$ cat config.mk
export PLATFORM = sky130hd
export DESIGN_NAME = observer_registration_table_flat
export DESIGN_NICKNAME = d
export VERILOG_FILES = /design/src/rtl/core/ort_pkg.sv /design/src/rtl/core/ort_ifs.sv /design/src/rtl/core/observer_registration_table.sv /design/src/flat_wrapper.sv
export SDC_FILE = /design/constraint.sdc
export NUM_CORES = 1
export LEC_CHECK = 0
export ABC_AREA = 0
export BUFFER_PORTS_ARGS = -buffer_cell sky130_fd_sc_hd__buf_2
export CORE_ASPECT_RATIO = 1.1
export CORE_MARGIN = 2
export CORE_UTILIZATION = 45
export DETAILED_ROUTE_END_ITERATION = 10
export PLACE_DENSITY = 0.65
export SETUP_SLACK_MARGIN = 0.05
export SYNTH_ARGS = -nofsm -noshare
export SYNTH_HDL_FRONTEND = slang
export SYNTH_SLANG_ARGS = --single-unit
$ cat constraint.sdc
create_clock -name i_clk -period 12.8 [get_ports i_clk]
set_clock_uncertainty 0.05 [all_clocks]
set_input_delay 0 -clock i_clk [delete_from_list [all_inputs] [get_ports i_clk]]
set_output_delay 0 -clock i_clk [all_outputs]
set_load 0.005 [all_outputs]
$ cat src/rtl/core/ort_pkg.sv
`timescale 1ns / 1ps
// ort_pkg: shared types and constants of the observer registration table
// used by the channel interfaces and by observer_registration_table

package ort_pkg;

    localparam int ADDR_W   = 64;
    localparam int PORT_W   = 16;
    localparam int TOKEN_W  = 64;
    localparam int TLEN_W   = 4;
    localparam int SEQ_W    = 24;
    localparam int SLOTID_W = 2;

    typedef enum logic [1:0] {
        OP_ADD    = 2'd0,
        OP_REMOVE = 2'd1,
        OP_NOTIFY = 2'd2,
        OP_QUERY  = 2'd3
    } t_op;

    typedef enum logic [3:0] {
        ST_ALREADY  = 4'd0,
        ST_REREG    = 4'd1,
        ST_ADDED    = 4'd2,
        ST_FULL     = 4'd3,
        ST_REMOVED  = 4'd4,
        ST_NOTFOUND = 4'd5,
        ST_NOTIFY   = 4'd6,
        ST_NONE     = 4'd7,
        ST_SEQFOUND = 4'd8,
        ST_SEQZERO  = 4'd9
    } t_status;

    typedef enum logic [2:0] {
        S_IDLE,
        S_SCAN,
        S_RESOLVE,
        S_NOTIFY,
        S_OUT
    } t_state;

endpackage

$ cat src/rtl/core/ort_ifs.sv
`timescale 1ns / 1ps
// ort_req_if and ort_rsp_if: valid/ready channels of the observer table
// depends on ort_pkg for field types and widths

interface ort_req_if import ort_pkg::*; ();
    logic                 valid;
    logic                 ready;
    t_op                  operation;
    logic [ADDR_W-1:0]    addr_hi;
    logic [ADDR_W-1:0]    addr_lo;
    logic [PORT_W-1:0]    udp_port;
    logic [TOKEN_W-1:0]   token_bytes;
    logic [TLEN_W-1:0]    token_length;

    modport source (output valid, operation, addr_hi, addr_lo, udp_port,
                    token_bytes, token_length, input ready);
    modport sink   (input valid, operation, addr_hi, addr_lo, udp_port,
                    token_bytes, token_length, output ready);
endinterface

interface ort_rsp_if import ort_pkg::*; ();
    logic                 valid;
    logic                 ready;
    t_status              status;
    logic [SLOTID_W-1:0]  slot_index;
    logic [ADDR_W-1:0]    out_addr_hi;
    logic [ADDR_W-1:0]    out_addr_lo;
    logic [PORT_W-1:0]    out_port;
    logic [TOKEN_W-1:0]   out_token;
    logic [TLEN_W-1:0]    out_token_length;
    logic [SEQ_W-1:0]     sequence_res;
    logic                 last;

    modport source (output valid, status, slot_index, out_addr_hi, out_addr_lo,
                    out_port, out_token, out_token_length, sequence_res, last,
                    input ready);
    modport sink   (input valid, status, slot_index, out_addr_hi, out_addr_lo,
                    out_port, out_token, out_token_length, sequence_res, last,
                    output ready);
endinterface

$ cat src/rtl/core/observer_registration_table.sv
`timescale 1ns / 1ps
// observer_registration_table: slot table of observers with add, remove,
// notify-all and sequence query; depends on ort_pkg and ort_ifs
//
//   channel   dir   carries
//   i_req     in    operation, peer address, port, token, token length
//   o_rsp     out   status, slot, notified peer fields, sequence, last
//
// add, remove and query walk the slots one per cycle through one shared
// compare unit, then a resolve step registers the result that is offered,
// and i_req is ready again the cycle after it goes.
// notify walks the slots with the shared incrementer up to the last active one and
// offers a result per active slot, moving on once it goes; i_req is low until the
// last result goes. synchronous active-low reset clears control state and active bits.

module observer_registration_table import ort_pkg::*; #(
    parameter int SLOTS           = 4,
    parameter int TOKEN_MAX_BYTES = 8
) (
    input  logic       i_clk,
    input  logic       i_rst_n,
    ort_req_if.sink    i_req,
    ort_rsp_if.source  o_rsp
);

    localparam int IW = (SLOTS > 1) ? $clog2(SLOTS) : 1;
    localparam logic [IW-1:0] LAST_IDX = IW'(SLOTS - 1);

    // slot storage, data valid only where the active bit is set
    logic [SLOTS-1:0]   r_active;
    logic [ADDR_W-1:0]  r_slot_addr_hi [SLOTS];
    logic [ADDR_W-1:0]  r_slot_addr_lo [SLOTS];
    logic [PORT_W-1:0]  r_slot_port    [SLOTS];
    logic [TOKEN_W-1:0] r_slot_token   [SLOTS];
    logic [TLEN_W-1:0]  r_slot_tlen    [SLOTS];
    logic [SEQ_W-1:0]   r_slot_seq     [SLOTS];

    t_state r_state, n_state;
    logic [IW-1:0] r_idx, n_idx;
    logic r_more, n_more;

    // captured request
    t_op                r_op;
    logic [ADDR_W-1:0]  r_hi, r_lo;
    logic [PORT_W-1:0]  r_port;
    logic [TOKEN_W-1:0] r_tok;
    logic [TLEN_W-1:0]  r_len;

    // scan results: a = exact (or query) match, b = same peer, c = free slot
    logic r_a_hit, n_a_hit, r_b_hit, n_b_hit, r_c_hit, n_c_hit;
    logic [IW-1:0] r_a_idx, n_a_idx, r_b_idx, n_b_idx, r_c_idx, n_c_idx;
    logic [SEQ_W-1:0] r_a_seq, n_a_seq;

    // result register
    t_status              r_o_status, n_o_status;
    logic [SLOTID_W-1:0]  r_o_slot, n_o_slot;
    logic [ADDR_W-1:0]    r_o_hi, n_o_hi, r_o_lo, n_o_lo;
    logic [PORT_W-1:0]    r_o_port, n_o_port;
    logic [TOKEN_W-1:0]   r_o_tok, n_o_tok;
    logic [TLEN_W-1:0]    r_o_len, n_o_len;
    logic [SEQ_W-1:0]     r_o_seq, n_o_seq;
    logic                 r_o_last, n_o_last;
    logic                 ld_out;

    // slot write controls
    logic             wr_en, wr_peer, wr_seq, act_set, act_clr;
    logic [IW-1:0]    wr_idx;
    logic [SEQ_W-1:0] wr_seq_val;

    // request token after clamping and masking
    logic [TLEN_W-1:0]  in_len;
    logic [TOKEN_W-1:0] in_mask;

    // shared compare and increment
    logic             cur_act, addr_eq, port_eq, tok_eq, later_act;
    logic [SEQ_W-1:0] seq_inc;

    always_comb begin
        in_len = (i_req.token_length > TLEN_W'(TOKEN_MAX_BYTES))
               ? TLEN_W'(TOKEN_MAX_BYTES) : i_req.token_length;
        for (int b = 0; b < TOKEN_W / 8; b++) begin
            in_mask[TOKEN_W-1-8*b -: 8] = (TLEN_W'(b) < in_len) ? 8'hFF : 8'h00;
        end
    end

    always_comb begin
        cur_act = r_active[r_idx];
        addr_eq = (r_slot_addr_hi[r_idx] == r_hi) && (r_slot_addr_lo[r_idx] == r_lo);
        port_eq = (r_slot_port[r_idx] == r_port);
        // stored tokens are masked to their own length, so whole-word compare
        tok_eq  = (r_slot_tlen[r_idx] == r_len) && (r_slot_token[r_idx] == r_tok);
        seq_inc = r_slot_seq[r_idx] + SEQ_W'(1);
        later_act = 1'b0;
        for (int j = 0; j < SLOTS; j++) begin
            if (IW'(j) > r_idx && r_active[j]) begin
                later_act = 1'b1;
            end
        end
    end

    assign i_req.ready = (r_state == S_IDLE);
    assign o_rsp.valid = (r_state == S_OUT);
    assign o_rsp.status           = r_o_status;
    assign o_rsp.slot_index       = r_o_slot;
    assign o_rsp.out_addr_hi      = r_o_hi;
    assign o_rsp.out_addr_lo      = r_o_lo;
    assign o_rsp.out_port         = r_o_port;
    assign o_rsp.out_token        = r_o_tok;
    assign o_rsp.out_token_length = r_o_len;
    assign o_rsp.sequence_res     = r_o_seq;
    assign o_rsp.last             = r_o_last;

    always_comb begin
        n_state = r_state;
        n_idx   = r_idx;
        n_more  = r_more;
        n_a_hit = r_a_hit;  n_a_idx = r_a_idx;  n_a_seq = r_a_seq;
        n_b_hit = r_b_hit;  n_b_idx = r_b_idx;
        n_c_hit = r_c_hit;  n_c_idx = r_c_idx;
        ld_out     = 1'b0;
        n_o_status = ST_NONE;
        n_o_slot   = '0;
        n_o_hi     = '0;
        n_o_lo     = '0;
        n_o_port   = '0;
        n_o_tok    = '0;
        n_o_len    = '0;
        n_o_seq    = '0;
        n_o_last   = 1'b1;
        wr_en      = 1'b0;
        wr_peer    = 1'b0;
        wr_seq     = 1'b0;
        act_set    = 1'b0;
        act_clr    = 1'b0;
        wr_idx     = r_idx;
        wr_seq_val = '0;

        unique case (r_state)
            S_IDLE: begin
                if (i_req.valid) begin
                    n_idx   = '0;
                    n_a_hit = 1'b0;
                    n_b_hit = 1'b0;
                    n_c_hit = 1'b0;
                    if (i_req.operation == OP_NOTIFY) begin
                        if (|r_active) begin
                            n_state = S_NOTIFY;
                        end else begin
                            ld_out     = 1'b1;
                            n_o_status = ST_NONE;
                            n_more     = 1'b0;
                            n_state    = S_OUT;
                        end
                    end else begin
                        n_state = S_SCAN;
                    end
                end
            end
            S_SCAN: begin
                if (!r_a_hit && cur_act && addr_eq && tok_eq
                        && (port_eq || r_op == OP_QUERY)) begin
                    n_a_hit = 1'b1;
                    n_a_idx = r_idx;
                    n_a_seq = r_slot_seq[r_idx];
                end
                if (!r_b_hit && cur_act && addr_eq && port_eq) begin
                    n_b_hit = 1'b1;
                    n_b_idx = r_idx;
                end
                if (!r_c_hit && !cur_act) begin
                    n_c_hit = 1'b1;
                    n_c_idx = r_idx;
                end
                if (r_idx == LAST_IDX) begin
                    n_state = S_RESOLVE;
                end else begin
                    n_idx = r_idx + IW'(1);
                end
            end
            S_RESOLVE: begin
                ld_out  = 1'b1;
                n_more  = 1'b0;
                n_state = S_OUT;
                unique case (r_op)
                    OP_ADD: begin
                        priority if (r_a_hit) begin
                            n_o_status = ST_ALREADY;
                            n_o_slot   = SLOTID_W'(r_a_idx);
                        end else if (r_b_hit) begin
                            wr_en      = 1'b1;
                            wr_seq     = 1'b1;
                            wr_idx     = r_b_idx;
                            n_o_status = ST_REREG;
                            n_o_slot   = SLOTID_W'(r_b_idx);
                        end else if (r_c_hit) begin
                            wr_en      = 1'b1;
                            wr_peer    = 1'b1;
                            wr_seq     = 1'b1;
                            act_set    = 1'b1;
                            wr_idx     = r_c_idx;
                            n_o_status = ST_ADDED;
                            n_o_slot   = SLOTID_W'(r_c_idx);
                        end else begin
                            n_o_status = ST_FULL;
                        end
                    end
                    OP_REMOVE: begin
                        if (r_a_hit) begin
                            act_clr    = 1'b1;
                            wr_idx     = r_a_idx;
                            n_o_status = ST_REMOVED;
                            n_o_slot   = SLOTID_W'(r_a_idx);
                        end else begin
                            n_o_status = ST_NOTFOUND;
                        end
                    end
                    OP_QUERY: begin
                        if (r_a_hit) begin
                            n_o_status = ST_SEQFOUND;
                            n_o_slot   = SLOTID_W'(r_a_idx);
                            n_o_seq    = r_a_seq;
                        end else begin
                            n_o_status = ST_SEQZERO;
                        end
                    end
                    default: begin
                        n_o_status = ST_NONE;
                    end
                endcase
            end
            S_NOTIFY: begin
                if (cur_act) begin
                    wr_seq     = 1'b1;
                    wr_seq_val = seq_inc;
                    ld_out     = 1'b1;
                    n_o_status = ST_NOTIFY;
                    n_o_slot   = SLOTID_W'(r_idx);
                    n_o_hi     = r_slot_addr_hi[r_idx];
                    n_o_lo     = r_slot_addr_lo[r_idx];
                    n_o_port   = r_slot_port[r_idx];
                    n_o_tok    = r_slot_token[r_idx];
                    n_o_len    = r_slot_tlen[r_idx];
                    n_o_seq    = seq_inc;
                    n_o_last   = !later_act;
                    n_more     = later_act;
                    n_state    = S_OUT;
                end else begin
                    n_idx = r_idx + IW'(1);
                end
            end
            S_OUT: begin
                if (o_rsp.ready) begin
                    if (r_more) begin
                        n_idx   = r_idx + IW'(1);
                        n_state = S_NOTIFY;
                    end else begin
                        n_state = S_IDLE;
                    end
                end
            end
            default: begin
                n_state = S_IDLE;
            end
        endcase
    end

    always_ff @(posedge i_clk) begin
        if (!i_rst_n) begin
            r_state  <= S_IDLE;
            r_idx    <= '0;
            r_more   <= 1'b0;
            r_active <= '0;
            r_a_hit  <= 1'b0;
            r_b_hit  <= 1'b0;
            r_c_hit  <= 1'b0;
        end else begin
            r_state <= n_state;
            r_idx   <= n_idx;
            r_more  <= n_more;
            r_a_hit <= n_a_hit;
            r_b_hit <= n_b_hit;
            r_c_hit <= n_c_hit;
            if (act_set) begin
                r_active[wr_idx] <= 1'b1;
            end
            if (act_clr) begin
                r_active[wr_idx] <= 1'b0;
            end
        end
    end

    // payload registers, no reset
    always_ff @(posedge i_clk) begin
        r_a_idx <= n_a_idx;
        r_a_seq <= n_a_seq;
        r_b_idx <= n_b_idx;
        r_c_idx <= n_c_idx;
        if (i_req.valid && i_req.ready) begin
            r_op   <= i_req.operation;
            r_hi   <= i_req.addr_hi;
            r_lo   <= i_req.addr_lo;
            r_port <= i_req.udp_port;
            r_tok  <= i_req.token_bytes & in_mask;
            r_len  <= in_len;
        end
        if (ld_out) begin
            r_o_status <= n_o_status;
            r_o_slot   <= n_o_slot;
            r_o_hi     <= n_o_hi;
            r_o_lo     <= n_o_lo;
            r_o_port   <= n_o_port;
            r_o_tok    <= n_o_tok;
            r_o_len    <= n_o_len;
            r_o_seq    <= n_o_seq;
            r_o_last   <= n_o_last;
        end
        if (wr_en) begin
            r_slot_token[wr_idx] <= r_tok;
            r_slot_tlen[wr_idx]  <= r_len;
        end
        if (wr_en && wr_peer) begin
            r_slot_addr_hi[wr_idx] <= r_hi;
            r_slot_addr_lo[wr_idx] <= r_lo;
            r_slot_port[wr_idx]    <= r_port;
        end
        if (wr_seq) begin
            r_slot_seq[wr_idx] <= wr_seq_val;
        end
    end

endmodule

$ cat src/flat_wrapper.sv
// flat-port wrapper written by rule: the top's interface ports become plain ports
module observer_registration_table_flat import ort_pkg::*;
#(
    parameter int SLOTS           = 4,
    parameter int TOKEN_MAX_BYTES = 8
)
  (i_clk, i_rst_n, i_req_valid, i_req_operation, i_req_addr_hi, i_req_addr_lo, i_req_udp_port, i_req_token_bytes, i_req_token_length, i_req_ready, o_rsp_valid, o_rsp_status, o_rsp_slot_index, o_rsp_out_addr_hi, o_rsp_out_addr_lo, o_rsp_out_port, o_rsp_out_token, o_rsp_out_token_length, o_rsp_sequence_res, o_rsp_last, o_rsp_ready);
  ort_req_if i_req_i ();
  ort_rsp_if o_rsp_i ();
  input  logic i_clk;
  input  logic i_rst_n;
  input wire logic [$bits(i_req_i.valid)-1:0] i_req_valid;
  input wire logic [$bits(i_req_i.operation)-1:0] i_req_operation;
  input wire logic [$bits(i_req_i.addr_hi)-1:0] i_req_addr_hi;
  input wire logic [$bits(i_req_i.addr_lo)-1:0] i_req_addr_lo;
  input wire logic [$bits(i_req_i.udp_port)-1:0] i_req_udp_port;
  input wire logic [$bits(i_req_i.token_bytes)-1:0] i_req_token_bytes;
  input wire logic [$bits(i_req_i.token_length)-1:0] i_req_token_length;
  output wire logic [$bits(i_req_i.ready)-1:0] i_req_ready;
  output wire logic [$bits(o_rsp_i.valid)-1:0] o_rsp_valid;
  output wire logic [$bits(o_rsp_i.status)-1:0] o_rsp_status;
  output wire logic [$bits(o_rsp_i.slot_index)-1:0] o_rsp_slot_index;
  output wire logic [$bits(o_rsp_i.out_addr_hi)-1:0] o_rsp_out_addr_hi;
  output wire logic [$bits(o_rsp_i.out_addr_lo)-1:0] o_rsp_out_addr_lo;
  output wire logic [$bits(o_rsp_i.out_port)-1:0] o_rsp_out_port;
  output wire logic [$bits(o_rsp_i.out_token)-1:0] o_rsp_out_token;
  output wire logic [$bits(o_rsp_i.out_token_length)-1:0] o_rsp_out_token_length;
  output wire logic [$bits(o_rsp_i.sequence_res)-1:0] o_rsp_sequence_res;
  output wire logic [$bits(o_rsp_i.last)-1:0] o_rsp_last;
  input wire logic [$bits(o_rsp_i.ready)-1:0] o_rsp_ready;
  assign i_req_i.valid = i_req_valid;
  assign i_req_i.operation = i_req_operation;
  assign i_req_i.addr_hi = i_req_addr_hi;
  assign i_req_i.addr_lo = i_req_addr_lo;
  assign i_req_i.udp_port = i_req_udp_port;
  assign i_req_i.token_bytes = i_req_token_bytes;
  assign i_req_i.token_length = i_req_token_length;
  assign i_req_ready = i_req_i.ready;
  assign o_rsp_valid = o_rsp_i.valid;
  assign o_rsp_status = o_rsp_i.status;
  assign o_rsp_slot_index = o_rsp_i.slot_index;
  assign o_rsp_out_addr_hi = o_rsp_i.out_addr_hi;
  assign o_rsp_out_addr_lo = o_rsp_i.out_addr_lo;
  assign o_rsp_out_port = o_rsp_i.out_port;
  assign o_rsp_out_token = o_rsp_i.out_token;
  assign o_rsp_out_token_length = o_rsp_i.out_token_length;
  assign o_rsp_sequence_res = o_rsp_i.sequence_res;
  assign o_rsp_last = o_rsp_i.last;
  assign o_rsp_i.ready = o_rsp_ready;
  observer_registration_table #(.SLOTS(SLOTS), .TOKEN_MAX_BYTES(TOKEN_MAX_BYTES)) u_core (.i_clk(i_clk), .i_rst_n(i_rst_n), .i_req(i_req_i), .o_rsp(o_rsp_i));
endmodule
==> metrics.cfg <==
[status]
status=complete, no violations

[synth]
ys_warn_count=0
syn_inst=2967
netlist_area_mm2=0.0565
synth_cell_types=65
synth_edf_count=1431
synth_flop_cell=edfxtp_1
async_flop_share_pct=0
yosys-top-cells-area=edfxtp_1 (76%), mux4_2 (7.3%), xnor2_1 (2.6%)
synth_common_cells=edfxtp_1 (1,431), and2_1 (187), mux4_2 (184), xnor2_1 (169), mux2i_1 (114)
synth_most_common_cell=edfxtp_1
synth.ff_latch_count=1446
ys_seq_area_share_pct=76.6
syn_nets=3194
syn_area_per_cell_um2=19.0
synth_top_cell_area_share_pct=76.1
yosys.area.top_type=edfxtp_1

[timing]
tns_ps=0
finalHoldViolCount=0
setup-violations-final=0
clock.fmax_ghz=0.173
fin_ws_ps=7010
drv_slew=0
rsz0062_at_grt=no
maxSlewHeadroom_pct=19.8
worst_pin_slew_ps=1200
period_minus_slack_ps=5790
fin_crit_sh_pct=45.2

[route]
drt-initial-drc-count=3329
vias=31500
vias_per_cell=5.48
drc_errors=0
wl_per_cell_um=25.1
ant_nets=0
first_pass_iters=8
wl_mm=144

[power]
p_sw_share_pct=27.4
netSwitchingPower_w=0.00348
p_clk_share_pct=32.8
p_int_w=0.00922
combPwrFrac_pct=16.7
power_w=0.0127
powerDensity_mw_per_mm2=181
pwr-share-seq_pct=50.4
peakVddDrop_v=0.000153
p_leak_nw=23.3

[clock_tree]
cts.sinks=1446
cts.clk_slew.worst_paths_ps=60
clk_latency_ps=780
cts_made_buffers=148
cts_max_level=4
cts_tree=yes
cts_buffer_depth=3
cts_root_buffer=clkbuf_16

[critical_path]
crit_required_ps=13170
cp.arrival_ps=6150
start_kind=register
path_max_fanout=37
path_cells=buf_4 > buf_4 > mux4_2 > xor2_1 > or4_1 > nor4_2 > o2111ai_1 > nor4_2 > buf_4
reg2reg_setup_slack_ps=7010
r2r-end=u_core.r_a_seq[20]
path_delay_family=buffers and inverters
r2r_cells=9
path_buf_inv=3
crit_path_end_kind=register
cp_slowest_stage_delay_ps=800
slowest_stage=nor4_2
path_class=register to register
path_depth=9
crit_top_cell=buf_4

[placed_design]
place_ws_ps=6720
post_dp_cell_area_mm2=0.0608
dpl.hpwl_mm=90.3
gp_congestion=0.868
port_buffers=462

[grt]
grt_use_total_pct=22.3
antenna_found_initial=5
first_global_vias=31600
grt_pass1_wl_mm=210
grt_max_degree=146
gr-total-overflow=0

[final_layout]
final_nets=4197
area_growth_pct=24.0
fill_cells=9468
layout-drive-gt1-share_pct=23.3
postLayoutCellArea_mm2=0.0700

[die]
coreArea_mm2=0.125
io_pins=463
start_util_pct=45.3
fp.dieW_um=342
dieArea_mm2=0.128
std_cell_rows=136
die_y_um=376

[hold_path]
hp-class=primary input to register
min_to=u_core.r_tok[24]
hp-start=i_req_token_bytes[24]
min_path_cells=3

[flow_run]
drv_cap=0

## cells by family (layout without fill, tap and decap cells)
| family | count (synthesis) | after routing | share of synthesized area (%) |
|---|---|---|---|
| buffers and inverters | 143 | 1265 | 1.29 |
| AO/OA/AOI/OAI | 188 | 188 | 2.41 |
| adder cells (fa/ha/maj) | 9 | 9 | 0.199 |
| XOR/XNOR | 191 | 191 | 2.96 |
| AND/OR/NAND/NOR | 665 | 665 | 6.53 |
| flip-flops | 1446 | 1446 | 76.6 |
| other | 0 | 2 | 0 |
| multiplexers | 325 | 325 | 10.0 |
## power by group through the flow
| stage | clock network (W) | registers [W] | logic, W |
|---|---|---|---|
| after floorplan | 0 | 0.00652 | 0.00129 |
| after detailed placement | 0 | 0.00649 | 0.00203 |
| after global placement | 0 | 0.00648 | 0.00202 |
| after CTS | 0.00425 | 0.00640 | 0.00215 |
| final | 0.00417 | 0.00640 | 0.00213 |
| after global routing | 0.00441 | 0.00646 | 0.00230 |
## layout by cell type, fill, tap and decap left out, types with 37 or more instances in the layout
master	count
nor2_1	66
buf_4	37
clkbuf_16	151
mux4_2	184
buf_2	462
dlygate4sd3_1	461
and2_1	187
nand2_1	112
nand4_1	69
mux2i_1	114
nor2b_1	58
clkbuf_1	38
xnor2_1	169
edfxtp_1	1431
## per-layer routing
metal | global-route usage, % | wire (um)
met1 | 30.5 | 58800
met2 | 36.4 | 71800
met3 | 3.85 | 9350
met4 | 7.70 | 4520
met5 | 0 | 28
## state kept, by name (all words and copies together) (netlist names), 4 cells and up, named ones only
register                       count
u_core.r_slot_addr_hi            256
u_core.r_slot_addr_lo            256
u_core.r_slot_token              256
u_core.r_slot_seq                 96
u_core.o_rsp.out_addr_hi          64
u_core.o_rsp.out_addr_lo          64
u_core.o_rsp.out_token            64
u_core.r_hi                       64
u_core.r_lo                       64
u_core.r_slot_port                64
u_core.r_tok                      64
u_core.o_rsp.sequence_res         24
u_core.r_a_seq                    24
u_core.o_rsp.out_port             16
u_core.r_port                     16
u_core.r_slot_tlen                16
u_core.o_rsp.out_token_length      4
u_core.o_rsp.status                4
u_core.r_active                    4
u_core.r_len                       4
## metrics by stage
step           utilization [%]  instances  hold slack [ps]
2_1_floorplan                -       2967             48.9
3_3_place_gp              48.7       5015              128
3_5_place_dp              48.7       5015              128
4_1_cts                   56.2       5745             23.6
5_1_grt                   56.2       5745             36.8
6_report                  56.2       5747             70.0
## area by class of cell
class / instances / area [um^2] / area share (%)
diodes: 2 / 5.00 / 0.00714
clock buffers: 191 / 3950 / 5.64
clock inverters: 78 / 707 / 1.01
inverters: 32 / 128 / 0.182
multi-input cells: 1378 / 12600 / 18.0
flip-flops and latches: 1446 / 43300 / 61.8
well taps: 1656 / 2070 / 2.96
repair buffers: 964 / 7280 / 10.4
## worst register-to-register path: stages, from the launching register on
cell	delay, ps
dfxtp_4	780
buf_4	730
buf_4	770
mux4_2	660
xor2_1	150
or4_1	600
nor4_2	800
o2111ai_1	230
nor4_2	220
buf_4	410
## worst max-delay path by stage
stage	start	slack (ps)	endpoint
2_1_floorplan	u_core.r_state[0]	-400	u_core.o_rsp.last
3_3_place_gp	register	6760	u_core.r_a_seq[17]
4_1_cts	register	6700	u_core.r_a_seq[20]
5_1_grt	register	6530	u_core.r_a_seq[20]
3_5_place_dp	register	6720	u_core.r_a_seq[13]
6_report	register	7010	u_core.r_a_seq[20]
## timing repair
item,CTS,global route
gates resized for setup,0,0
hold endpoints to repair,229,0
hold buffers,461,0
setup buffers,0,0
No activity file was read; power rests on OpenSTA's default activity.
